===== src/rtl/rlcd_pkg.sv =====
// Shared types, constants and helper functions of the run-length cell array decoder.
package rlcd_pkg;

   localparam int unsigned AccWidth    = 56;
   localparam int unsigned PairWidth   = 46;
   localparam int unsigned ColourWidth = 30;
   localparam int unsigned RecipShift  = 30;

   localparam logic [2:0] CSR_CELLS_PER_ROW  = 3'd0;
   localparam logic [2:0] CSR_ROW_COUNT      = 3'd1;
   localparam logic [2:0] CSR_COLOR_MODE     = 3'd2;
   localparam logic [2:0] CSR_INDEX_BITS     = 3'd3;
   localparam logic [2:0] CSR_COMPONENT_BITS = 3'd4;

   typedef struct packed {
      logic [15:0] cells_per_row;
      logic [15:0] row_count;
      logic        color_mode;
      logic [4:0]  index_bits;
      logic [3:0]  component_bits;
   } cfg_type;

   typedef struct packed {
      logic [15:0]            row;
      logic [15:0]            start;
      logic [15:0]            len;
      logic [ColourWidth-1:0] colour;
      logic                   row_done;
      logic                   array_done;
      logic                   last;
   } run_type;

   function automatic logic [3:0] comp_width(input logic [3:0] cb);
      logic [3:0] c;
      c = cb;
      if (c == 4'd0) c = 4'd8;
      if (c > 4'd10) c = 4'd10;
      return c;
   endfunction

   function automatic logic [5:0] colour_width(input cfg_type cfg);
      logic [4:0] ib;
      ib = cfg.index_bits;
      if (ib == 5'd0) ib = 5'd8;
      if (ib > 5'd24) ib = 5'd24;
      if (cfg.color_mode) return 6'(comp_width(cfg.component_bits)) * 6'd3;
      return {1'b0, ib};
   endfunction

   // Rounded-up reciprocal of (2^c - 1), scaled by 2^30; exact for every rounded sum used.
   function automatic logic [30:0] recip(input logic [3:0] c);
      logic [30:0] r;
      case (c)
         4'd1:    r = 31'd1073741824;
         4'd2:    r = 31'd357913942;
         4'd3:    r = 31'd153391690;
         4'd4:    r = 31'd71582789;
         4'd5:    r = 31'd34636834;
         4'd6:    r = 31'd17043522;
         4'd7:    r = 31'd8454661;
         4'd8:    r = 31'd4210753;
         4'd9:    r = 31'd2101257;
         4'd10:   r = 31'd1049602;
         default: r = 31'd0;
      endcase
      return r;
   endfunction

endpackage


===== src/rtl/rlcd_queue.sv =====
// Two-entry queue of decoded runs between the bit assembler and the colour scaler.
module rlcd_queue (
   input  logic             clock,
   input  logic             reset,
   input  logic             push,
   input  rlcd_pkg::run_type push_data,
   output logic             full,
   input  logic             pop,
   output rlcd_pkg::run_type pop_data,
   output logic             empty
);

   rlcd_pkg::run_type mem_ff [2];
   logic       wr_ff, wr_in;
   logic       rd_ff, rd_in;
   logic [1:0] count_ff, count_in;

   assign full     = count_ff == 2'd2;
   assign empty    = count_ff == 2'd0;
   assign pop_data = mem_ff[rd_ff];

   always_comb begin
      wr_in    = wr_ff ^ push;
      rd_in    = rd_ff ^ pop;
      count_in = count_ff + {1'b0, push} - {1'b0, pop};
   end

   always_ff @(posedge clock) begin
      if (reset) begin
         wr_ff    <= 1'b0;
         rd_ff    <= 1'b0;
         count_ff <= 2'd0;
      end else begin
         wr_ff    <= wr_in;
         rd_ff    <= rd_in;
         count_ff <= count_in;
      end
   end

   always_ff @(posedge clock) begin
      if (push) begin
         mem_ff[wr_ff] <= push_data;
      end
   end

`ifndef SYNTHESIS
   assert property (@(posedge clock) disable iff (reset) !(push && full))
      else $error("queue written while full");
   assert property (@(posedge clock) disable iff (reset) !(pop && empty))
      else $error("queue read while empty");
   assert property (@(posedge clock) disable iff (reset) count_ff != 2'd3)
      else $error("queue fill count out of range");
`endif

endmodule


===== config.mk =====
export PLATFORM = sky130hd
export DESIGN_NAME = rlcd_queue
export DESIGN_NICKNAME = d
export VERILOG_FILES = /design/src/rtl/rlcd_pkg.sv /design/src/rtl/rlcd_queue.sv
export SDC_FILE = /design/constraint.sdc
export NUM_CORES = 1
export LEC_CHECK = 0
export BUFFER_PORTS_ARGS = -buffer_cell sky130_fd_sc_hd__buf_2
export CAP_MARGIN = 10
export CORE_MARGIN = 3
export CORE_UTILIZATION = 35
export CTS_CLUSTER_SIZE = 28
export DETAILED_ROUTE_END_ITERATION = 12
export PLACE_DENSITY = 0.6
export SYNTH_ARGS = -nofsm -noshare
export SYNTH_HDL_FRONTEND = slang
export SYNTH_SLANG_ARGS = --single-unit

===== constraint.sdc =====
create_clock -name clock -period 3 [get_ports clock]
set_input_delay 0.45 -clock clock [delete_from_list [all_inputs] [get_ports clock]]
set_output_delay 0.45 -clock clock [all_outputs]
set_load 0.005 [all_outputs]

==> impl_metrics.tcl <==
set metrics [dict create \
    rr_startpoint "wr_ff$_SDFF_PP0_" \
    wl_met1_um 4380 \
    cp_cell_sequence "buf_12, mux2_2, buf_2" \
    tns_ns 0 \
    diodes 0 \
    cellPowerDensity_nw_per_um2 664 \
    dr_wl_met3_um 839 \
    area_growth_pct 25.0 \
    yosysSeqAreaShare 0.767 \
    core_um2 18000 \
    reg2regPathDepth 3 \
    worstSkewPairLatency_ns 0.42 \
    drt-pass1-iter-count 4 \
    required_ns 2.55 \
    final_hold_viol_count 0 \
    hold_end "mem_ff[0][79]$_DFFE_PP_" \
    cts_tree "yes" \
    postSynthCellCount 271 \
    reg2reg_slack_ns 1.28 \
    seqPwrFrac 0.516 \
    fp-row-count 49 \
    initialDrtViolationCount 128 \
    maxSlewHeadroom 0.575 \
    synthesis.area_um2 6450 \
    layout-drive-gt1-share 0.611 \
    min_path_type "input port to flip-flop" \
    synth_common_cells "edfxtp_1, mux2_4, buf_12" \
    status "completed" \
    rsz0062_at_grt "false" \
    whs_path_depth 1 \
    wl_per_cell_um 16.4 \
    finalCritPeriodShare 0.783 \
    track_usage 0.116 \
    power_mw 5.35 \
    cts_buffers 17 \
    clkTransAtPathRegs_ns 0.06 \
    grt_pass1_vias 3274 \
    cp_slowest_cell "dfxtp_4" \
    start_util 0.358 \
    slew_violations 0 \
    dr_wl_met2_um 6010 \
    tightest_slew_ns 0.638 \
    max_stage_delay_ns 0.64 \
    synth_most_common_cell "edfxtp_1" \
    async_flop_share 0 \
    cts_buffer_depth 2 \
    cts-root-buf "clkbuf_16" \
    die_y_um 142 \
    drc 0 \
    cts_sinks 166 \
    regArea_um2 4950 \
    p_leak_nw 3.19 \
    route.vias.total 3066 \
    worstReg2RegEnd "mem_ff[0][9]$_DFFE_PP_" \
    synth-main-ff-cell "edfxtp_1" \
    maxCapViolations 0 \
    dr.max_layer_used "met5" \
    power.switching_mw 1.16 \
    synth_area_leaders "edfxtp_1, mux2_4, buf_12, dfxtp_1, ha_1" \
    ys.warnings.count 0 \
    num_io_pins 168 \
    cp_max_fo 35 \
    wirelength_um 11400 \
    die-width_um 142 \
    hold_buffers 0 \
    placed_cell_area_um2 7520 \
    nets 544 \
    port_buffers 167 \
    syn_area_per_cell_um2 23.8 \
    fmax_mhz 425 \
    critPathTopFamily "flip-flops" \
    ys_ff_latch 166 \
    power_frac_comb 0.114 \
    p_int_mw 4.19 \
    placed_cells 665 \
    grt_pass1_wl_um 17500 \
    synth_top_cell_area_share 0.755 \
    synth_nets 360 \
    synth_edf_count 162 \
    hp-start "push_data[79]" \
    place_congestion 0.694 \
    ir_worst_vdd_v 0.000367 \
    ctsResizeCount 0 \
    start_kind "flip-flop" \
    layout_min_cycle_time_ns 2.35 \
    path_class "flip-flop to primary output" \
    grt.overflow.total 0 \
    die-area_um2 20100 \
    synth.distinct_cells 13 \
    antenna_found_initial 1 \
    setup_violations 0 \
    end_kind "primary output" \
    synth_top_area_cell "edfxtp_1" \
    h-tree-depth 4 \
    sw_frac_of_total 0.217 \
    p_clk_frac 0.369 \
    grt_max_degree 42 \
    cp_num_buf_inv 2 \
    cp.arrival_ns 1.90 \
    nFillCells 1603 \
    via_per_inst 4.40 \
    dp_hpwl_um 7760 \
    skew_ns 0.00646 \
    stdcell_count 697 \
    post_cts_buffers 0 \
    multi_input_area_um2 1350 \
    ant_nets 0 \
    stdcell_area_um2 8060 \
]
kinds of logic after synthesis:
group,Yosys count,synth area share
flip-flops,166,0.767
AND/OR/NAND/NOR,6,0.00466
adder cells (fa/ha/maj),4,0.00776
XOR/XNOR,2,0.00485
buffers and inverters,12,0.0283
multiplexers,81,0.187
layer usage:
layer | global-route usage | up-vias
met5 | 0 | -
met4 | 0.0485 | 2
met3 | 0.0448 | 17
met2 | 0.199 | 103
met1 | 0.128 | 1511
li1 | - | 1433
cell type report:
type                            instances  area share
Clock buffer                           17      0.0528
Clock inverter                         15      0.0141
Inverter                                3     0.00140
Multi-Input combinational cell         93       0.167
Sequential cell                       166       0.614
Tap cell                              229      0.0356
Timing Repair Buffer                  174       0.115
layout by cell type (no fill, tap or decap):
cell | Yosys | routed
buf_2 | 0 | 167
ha_1 | 4 | 2
mux2_2 | 2 | 2
inv_1 | 3 | 3
nor2b_1 | 2 | 2
bufinv_16 | 0 | 1
xnor3_1 | 1 | 1
clkinv_1 | 0 | 5
nor2_1 | 3 | 3
xnor2_1 | 1 | 1
ha_4 | 0 | 2
clkinv_4 | 0 | 3
dfxtp_4 | 0 | 1
clkinv_2 | 0 | 3
inv_6 | 0 | 1
nor2_2 | 1 | 1
clkinvlp_4 | 0 | 2
mux2_4 | 79 | 79
edfxtp_1 | 162 | 162
buf_12 | 8 | 3
clkbuf_16 | 0 | 17
buf_4 | 0 | 4
dfxtp_1 | 4 | 3
flip-flops by register name, summed over array words and instances (netlist names):
| register | count |
|---|---|
| mem_ff | 162 |
| wr_ff | 1 |
| count_ff | 2 |
| rd_ff | 1 |
worst max path at each step:
stage / from / endpoint / slack [ns] / depth (start not counted)
floorplan: push / mem_ff[0][0]$_DFFE_PP_ / 0.16 / 1
detailed placement: rd_ff$_SDFF_PP0_ / pop_data[80] / 1.02 / 3
global placement: push / mem_ff[0][55]$_DFFE_PP_ / 1.05 / 3
global route: rd_ff$_SDFF_PP0_ / pop_data[0] / 0.53 / 3
finish: rd_ff$_SDFF_PP0_ / pop_data[80] / 0.65 / 3
CTS: rd_ff$_SDFF_PP0_ / pop_data[80] / 0.56 / 3
power by group through the flow:
stage | clock network, mW | logic [mW] | registers [mW]
6_report | 1.98 | 0.612 | 2.76
5_1_grt | 2.14 | 0.668 | 2.77
4_1_cts | 2.04 | 0.630 | 2.76
3_5_place_dp | 0 | 0.628 | 2.81
3_3_place_gp | 0 | 0.618 | 2.80
2_1_floorplan | 0 | 0.406 | 2.79
per-stage QoR:
step	hold slack (ns)	setup WS [ns]	util
after floorplan	0.517	0.163	-
after global placement	0.595	1.05	0.417
after detailed placement	0.624	1.02	0.417
after CTS	0.193	0.561	0.447
after global routing	0.197	0.529	0.447
final	0.218	0.650	0.447
Note: power is estimated with default switching activity, not from simulation.
