$ cat config.mk
export PLATFORM = sky130hd
export DESIGN_NAME = rlcd_back
export DESIGN_NICKNAME = d
export VERILOG_FILES = /design/src/rtl/rlcd_pkg.sv /design/src/rtl/rlcd_back.sv
export SDC_FILE = /design/constraint.sdc
export NUM_CORES = 2
export LEC_CHECK = 0
export BUFFER_PORTS_ARGS = -buffer_cell sky130_fd_sc_hd__buf_2
export CELL_PAD_IN_SITES_DETAIL_PLACEMENT = 1
export CELL_PAD_IN_SITES_GLOBAL_PLACEMENT = 2
export CORE_MARGIN = 2
export CORE_UTILIZATION = 43
export DETAILED_ROUTE_END_ITERATION = 8
export HOLD_SLACK_MARGIN = 0.05
export PLACE_DENSITY_LB_ADDON = 0.1
export SYNTH_ARGS = -nofsm -noshare
export SYNTH_HDL_FRONTEND = slang
export SYNTH_SLANG_ARGS = --single-unit
$ cat constraint.sdc
create_clock -name clock -period 16.9 [get_ports clock]
set_input_delay 0.845 -clock clock [delete_from_list [all_inputs] [get_ports clock]]
set_output_delay 0.845 -clock clock [all_outputs]
set_load 0.1 [all_outputs]
$ cat src/rtl/rlcd_pkg.sv
// Shared types, constants and helper functions of the run-length cell array decoder.
package rlcd_pkg;

   localparam int unsigned AccWidth    = 56;
   localparam int unsigned PairWidth   = 46;
   localparam int unsigned ColourWidth = 30;
   localparam int unsigned RecipShift  = 30;

   localparam logic [2:0] CSR_CELLS_PER_ROW  = 3'd0;
   localparam logic [2:0] CSR_ROW_COUNT      = 3'd1;
   localparam logic [2:0] CSR_COLOR_MODE     = 3'd2;
   localparam logic [2:0] CSR_INDEX_BITS     = 3'd3;
   localparam logic [2:0] CSR_COMPONENT_BITS = 3'd4;

   typedef struct packed {
      logic [15:0] cells_per_row;
      logic [15:0] row_count;
      logic        color_mode;
      logic [4:0]  index_bits;
      logic [3:0]  component_bits;
   } cfg_type;

   typedef struct packed {
      logic [15:0]            row;
      logic [15:0]            start;
      logic [15:0]            len;
      logic [ColourWidth-1:0] colour;
      logic                   row_done;
      logic                   array_done;
      logic                   last;
   } run_type;

   function automatic logic [3:0] comp_width(input logic [3:0] cb);
      logic [3:0] c;
      c = cb;
      if (c == 4'd0) c = 4'd8;
      if (c > 4'd10) c = 4'd10;
      return c;
   endfunction

   function automatic logic [5:0] colour_width(input cfg_type cfg);
      logic [4:0] ib;
      ib = cfg.index_bits;
      if (ib == 5'd0) ib = 5'd8;
      if (ib > 5'd24) ib = 5'd24;
      if (cfg.color_mode) return 6'(comp_width(cfg.component_bits)) * 6'd3;
      return {1'b0, ib};
   endfunction

   // Rounded-up reciprocal of (2^c - 1), scaled by 2^30; exact for every rounded sum used.
   function automatic logic [30:0] recip(input logic [3:0] c);
      logic [30:0] r;
      case (c)
         4'd1:    r = 31'd1073741824;
         4'd2:    r = 31'd357913942;
         4'd3:    r = 31'd153391690;
         4'd4:    r = 31'd71582789;
         4'd5:    r = 31'd34636834;
         4'd6:    r = 31'd17043522;
         4'd7:    r = 31'd8454661;
         4'd8:    r = 31'd4210753;
         4'd9:    r = 31'd2101257;
         4'd10:   r = 31'd1049602;
         default: r = 31'd0;
      endcase
      return r;
   endfunction

endpackage

$ cat src/rtl/rlcd_back.sv
// Colour scaler: rounds each direct-mode component to 8 bits and registers the result.
module rlcd_back (
   input  logic              clock,
   input  logic              reset,
   input  rlcd_pkg::cfg_type  cfg,
   input  logic              q_empty,
   input  rlcd_pkg::run_type  q_data,
   output logic              q_pop,
   output logic              rsp_valid,
   input  logic              rsp_stall,
   output logic [15:0]       rsp_row_index,
   output logic [15:0]       rsp_start_column,
   output logic [15:0]       rsp_run_length,
   output logic [23:0]       rsp_color_index,
   output logic [7:0]        rsp_red,
   output logic [7:0]        rsp_green,
   output logic [7:0]        rsp_blue,
   output logic              rsp_row_done,
   output logic              rsp_array_done,
   output logic              rsp_last_of_item
);

   logic        advance;
   logic [3:0]  cw;
   logic [9:0]  cmask;
   logic [2:0][9:0]  raw;
   logic [2:0][17:0] x_in;
   logic [2:0][48:0] prod;
   logic [2:0][7:0]  comp_in;

   logic              s1_valid_ff, s2_valid_ff, out_valid_ff;
   rlcd_pkg::run_type s1_run_ff, s2_run_ff, out_run_ff;
   logic [2:0][17:0]  s1_x_ff;
   logic [3:0]        s1_c_ff;
   logic [2:0][18:0]  s2_q_ff;
   logic [2:0][7:0]   out_comp_ff;

   assign advance = !out_valid_ff || !rsp_stall;
   assign q_pop   = advance && !q_empty;
   assign cw      = rlcd_pkg::comp_width(cfg.component_bits);
   assign cmask   = (10'd1 << cw) - 10'd1;

   // Components are packed red, green, blue from the top.
   always_comb begin
      for (int i = 0; i < 3; i++) begin
         raw[i]  = 10'(q_data.colour >> (6'(cw) * 6'(2 - i))) & cmask;
         x_in[i] = 18'(raw[i]) * 18'd255 + 18'(cmask >> 1);
         prod[i] = 49'(s1_x_ff[i]) * 49'(rlcd_pkg::recip(s1_c_ff));
         comp_in[i] = (s2_q_ff[i] > 19'd255) ? 8'd255 : s2_q_ff[i][7:0];
      end
   end

   always_ff @(posedge clock) begin
      if (reset) begin
         s1_valid_ff  <= 1'b0;
         s2_valid_ff  <= 1'b0;
         out_valid_ff <= 1'b0;
      end else if (advance) begin
         s1_valid_ff  <= !q_empty;
         s2_valid_ff  <= s1_valid_ff;
         out_valid_ff <= s2_valid_ff;
      end
   end

   always_ff @(posedge clock) begin
      if (advance) begin
         s1_run_ff   <= q_data;
         s1_x_ff     <= x_in;
         s1_c_ff     <= cw;
         s2_run_ff   <= s1_run_ff;
         for (int i = 0; i < 3; i++) begin
            s2_q_ff[i] <= prod[i][48:rlcd_pkg::RecipShift];
         end
         out_run_ff  <= s2_run_ff;
         out_comp_ff <= comp_in;
      end
   end

   assign rsp_valid        = out_valid_ff;
   assign rsp_row_index    = out_run_ff.row;
   assign rsp_start_column = out_run_ff.start;
   assign rsp_run_length   = out_run_ff.len;
   assign rsp_color_index  = cfg.color_mode ? 24'd0 : out_run_ff.colour[23:0];
   assign rsp_red          = cfg.color_mode ? out_comp_ff[0] : 8'd0;
   assign rsp_green        = cfg.color_mode ? out_comp_ff[1] : 8'd0;
   assign rsp_blue         = cfg.color_mode ? out_comp_ff[2] : 8'd0;
   assign rsp_row_done     = out_run_ff.row_done;
   assign rsp_array_done   = out_run_ff.array_done;
   assign rsp_last_of_item = out_run_ff.last;

endmodule

==> results.md <==
Run status:
- The flow ran to the end, and the final reports show no timing, DRC or antenna violations.

Final layout:
- The number of nets in the finished design is roughly 8500.
- Counting the fill cells in the layout gives between 15000 and 20000.
- In the final layout, the multi-input gates occupy 0.0454 mm².
- In the final layout, flip-flops and latches occupy ~0.011 mm².
- Cells with a size suffix above 1 make up under 10% of the layout.
- The area growth from synthesis to layout is 6.58%.

Timing:
- The worst slew slack as a fraction of its limit is 26.8%.
- The worst-margin pin slew is 1.10 ns.
- The final worst setup slack is between 8 and 9 ns.
- Setup violations remaining at the end of the flow were counted as 0.
- Timing would allow up to 0.126 GHz.
- The final hold violation count is 0.
- The count of final max-slew check failures is 0.
- Setup repair after global routing left no endpoint under its margin.
- In the finished design, the share of the clock period the worst path needs comes to roughly 47%.
- The final-layout setup total negative slack is 0 ns.
- The clock skew is roughly 0.042 ns.
- The shortest clock period the worst path allows after layout is approximately 8 ns.

Worst hold path:
- The min-delay analysis places its worst path in the category in -> reg.
- Along the worst hold path, the cell count comes to 1.

Logic synthesis:
- Of the synthesized area, sequential elements account for 17.7%.
- During synthesis, Yosys emitted a total of 0 warnings.
- The count of flip-flops with a built-in enable after synthesis is ~360.
- Each instance of the synthesized netlist takes up on average 10.0 µm².
- Counting every instance in the synthesized netlist gives between 6000 and 7000.
- In this run, synthesis produced a sequential element count of between 300 and 400.
- The most used flip-flop cell after synthesis is sky130_fd_sc_hd__edfxtp_1.
- In this run the cell area of the synthesized design comes to 0.0644 mm².
- After synthesis, the netlist uses 80 different library cells.
- Counting flops with an async set or reset pin after synthesis yields a share of 0%.
- The post-synthesis net count is about 8500.

Placed design:
- The estimated wirelength of the detail-placed design is around 140000 µm.
- The count of buffers added on input and output ports is 190.
- The global placement routability congestion is about 0.86.
- At the placement stage, the worst setup path has a slack of 8.36 ns.

Setup path:
- The critical path is of the in -> reg type.
- The largest fanout of any net on the critical path is 28.
- STA classifies the critical path startpoint as a primary input.
- Setup slack on the worst reg-to-reg path comes out at around 9 ns.
- Counting cells, the worst reg-to-reg path comes to 22.
- The endpoint required time on the critical path is about 17 ns.
- The critical-path cell with the highest stage delay is sky130_fd_sc_hd__o21ai_0.
- In this design, the stage delay of the slowest critical-path cell is between 0.8 and 0.9 ns.
- The kind of end point of the critical path is a flip-flop.
- The most common cell type on the critical path is sky130_fd_sc_hd__inv_1.
- The arrival time of the worst setup path is between 8 and 9 ns.

Run:
- The count of max-cap constraint violations is 0.

Routing:
- The count of TritonRoute iterations in the first routing pass is 5.
- The number of violations reported at the end of detailed-routing iteration 0 is about 2100.
- The detailed-route via count is roughly 43000.
- The post-detailed-route count of antenna-violating nets is 0.
- The final wirelength is 184000 µm.
- The post-route DRC violation count is 0.
- Dividing the detail-routed via count by the number of cells gives a little over 5.
- The average routed wire per standard cell is around 22 µm.

Die:
- The die is 391 µm wide.
- The number of cell rows is 142.
- The core region area is 0.149 mm².
- around 230 I/O pins were placed.
- The floorplan step set the die height to slightly below 400 µm.
- The floorplan step defined a die boundary enclosing roughly 0.15 mm².
- Once the floorplan was initialized, standard cells occupied between 40% and 50% of the core.

Global route:
- Global routing used between 20% and 30% of the available tracks.
- The first global-routing pass estimated between 200000 and 300000 µm of wire.
- Global routing finished with a remaining overflow of 0.
- Entering global routing, the biggest net connects 146 pins.
- The via count of the first global-routing pass is around 48000.
- The initial antenna violation count is 17.

Clock network:
- The clock transition at the register clock pins on the worst setup and hold paths after CTS is around 0.060 ns.
- The post-cts sizing count is 0.
- The number of hold buffers added after CTS was 0.
- The number of clock sinks is around 390.
- At the later pin of the worst-skew pair, clock insertion delay measures about 0.67 ns.
- The H-tree was split into 2 levels.
- CTS placed an instance of sky130_fd_sc_hd__clkbuf_16 at the clock tree root.
- The TritonCTS clock tree is yes.
- The maximum root-to-sink buffer count is 3.
- Once the clock tree was built, the setup fixing pass inserted 0 buffers.
- Buffers inserted during clock tree synthesis total between 40 and 50.

Power:
- The analysis attributes to cell leakage a power of approximately 35 nW.
- The highest ir drop seen on vdd is between 200 and 300 µV.
- Power spread over the standard cell area amounts to between 150 and 200 mW/mm².
-- sequential cells by signal, indices dropped and copies added, names as in the netlist, 4 cells and up, named ones only --
signal and flops:
s1_c_ff 4, s2_run_ff 75, rsp_run_length 16, s1_x_ff 54, rsp_row_index 16, s2_q_ff 57, rsp_start_column 16, out_run_ff 24
out_comp_ff 24, s1_run_ff 75
-- placed cells by master, fill, tap and decap left out, types with 6 or more instances in the layout --
| master | Yosys | final |
|---|---|---|
| sky130_fd_sc_hd__a211oi_1 | 17 | 17 |
| sky130_fd_sc_hd__dfxtp_2 | 0 | 18 |
| sky130_fd_sc_hd__ha_1 | 750 | 750 |
| sky130_fd_sc_hd__o211ai_1 | 19 | 19 |
| sky130_fd_sc_hd__nor4_1 | 10 | 10 |
| sky130_fd_sc_hd__a21boi_0 | 10 | 10 |
| sky130_fd_sc_hd__and3_1 | 23 | 23 |
| sky130_fd_sc_hd__nand2b_1 | 8 | 8 |
| sky130_fd_sc_hd__or3_1 | 14 | 14 |
| sky130_fd_sc_hd__or2_2 | 26 | 26 |
| sky130_fd_sc_hd__and2_1 | 712 | 712 |
| sky130_fd_sc_hd__a21o_1 | 61 | 61 |
| sky130_fd_sc_hd__xnor2_1 | 72 | 72 |
| sky130_fd_sc_hd__buf_4 | 48 | 82 |
| sky130_fd_sc_hd__o311ai_0 | 9 | 9 |
| sky130_fd_sc_hd__a211o_1 | 13 | 13 |
| sky130_fd_sc_hd__nand2_1 | 498 | 498 |
| sky130_fd_sc_hd__a21oi_1 | 102 | 102 |
| sky130_fd_sc_hd__clkbuf_1 | 240 | 12 |
| sky130_fd_sc_hd__buf_2 | 4 | 190 |
| sky130_fd_sc_hd__nor3_1 | 41 | 41 |
| sky130_fd_sc_hd__nand3_1 | 39 | 39 |
| sky130_fd_sc_hd__o22ai_1 | 6 | 6 |
| sky130_fd_sc_hd__o21ai_0 | 72 | 72 |
| sky130_fd_sc_hd__nand4_1 | 11 | 11 |
| sky130_fd_sc_hd__o21bai_1 | 14 | 14 |
| sky130_fd_sc_hd__mux4_2 | 7 | 7 |
| sky130_fd_sc_hd__a31oi_1 | 13 | 13 |
| sky130_fd_sc_hd__nor2_1 | 118 | 118 |
| sky130_fd_sc_hd__fa_1 | 1191 | 1191 |
| sky130_fd_sc_hd__edfxtp_1 | 364 | 364 |
| sky130_fd_sc_hd__clkinv_1 | 2 | 8 |
| sky130_fd_sc_hd__o21ai_1 | 6 | 6 |
| sky130_fd_sc_hd__xor2_1 | 29 | 29 |
| sky130_fd_sc_hd__inv_1 | 1681 | 1681 |
| sky130_fd_sc_hd__clkbuf_16 | 0 | 48 |
| sky130_fd_sc_hd__o21a_1 | 15 | 15 |
| sky130_fd_sc_hd__nor2b_1 | 50 | 50 |
| sky130_fd_sc_hd__mux2i_1 | 19 | 19 |
-- stage by stage --
step | instance area [µm²] | util, % | cells | total power [mW] | hold WS [ns]
final | 68700 | 46.0 | 8416 | 13.2 | 0.378
after global routing | 68600 | 46.0 | 8415 | 14.7 | 0.342
after CTS | 68600 | 46.0 | 8415 | 13.4 | 0.327
after detailed placement | 67200 | 45.0 | 8334 | 12.2 | 0.406
after global placement | 67200 | 45.0 | 8334 | 12.1 | 0.400
after floorplan | 64400 | - | 6413 | 8.87 | 0.400
-- per-layer routing --
layer | routed length (µm) | track usage, % | part of all wire [%]
met1 | 84700 | 35.3 | 46
met2 | 89400 | 43.0 | 49
met5 | 0 | 0 | 0
met3 | 7080 | 2.08 | 3.8
met4 | 2860 | 3.88 | 1.6
-- critical path: cells and delay by family --
kind | cells | cell delay, ns
simple gates | 5 | 0.96
compound gates | 9 | 2.60
fa+ha+maj | 5 | 2.43
mux | 1 | 0.17
buf+inv | 8 | 1.24
-- cell families after synthesis --
kind of cell | Yosys count | synth area share, %
other | 1 | 0.00582
multiplexers | 26 | 0.540
buffers and inverters | 1981 | 11.8
XOR/XNOR | 101 | 1.37
AND/OR/NAND/NOR | 1567 | 12.7
flip-flops | 387 | 17.7
adder cells (fa/ha/maj) | 1942 | 51.6
AO/OA/AOI/OAI | 408 | 4.24
-- area by class of cell --
cell class | instances | area share, %
repair buffers | 273 | 2.31
well taps | 1944 | 3.54
clock buffers | 60 | 1.82
clock inverters | 21 | 0.335
flip-flops and latches | 387 | 16.6
diodes | 1 | 0.00365
inverters | 1685 | 9.22
multi-input cells | 4045 | 66.1
-- power breakdown --
| part | internal [mW] | switching, mW |
|---|---|---|
| logic | 4.11 | 6.47 |
| clock network | 0.567 | 0.424 |
| registers | 1.46 | 0.129 |
| total | 6.13 | 7.02 |
-- Yosys cell counts, drive strengths merged (29+ instances only) --
library cell     n  area, µm²
buf             56        395
edfxtp         364      10900
a21o            61        458
and2           712       4450
xor2            29        254
ha             750       9380
nor3            41        205
clkbuf         240        901
o21ai           78        390
fa            1191      23800
nor2b           51        322
a21oi          105        544
xnor2           72        631
nand2          499       1880
nand3           39        195
inv           1683       6320
nor2           118        443
-- final timing paths --
| check | startpoint | end |
|---|---|---|
| worst max register to register | flip-flop | s2_q_ff[50]$_DFFE_PN_ |
| worst min-delay path | q_data[34] | s1_run_ff[34]$_DFFE_PN_ |
| worst max-delay path | cfg[1] | s1_x_ff[35]$_DFFE_PN_ |
| worst min register to register | s2_run_ff[22]$_DFFE_PN_ | out_run_ff[22]$_DFFE_PN_ |
No activity file was read; power rests on OpenSTA's default activity.
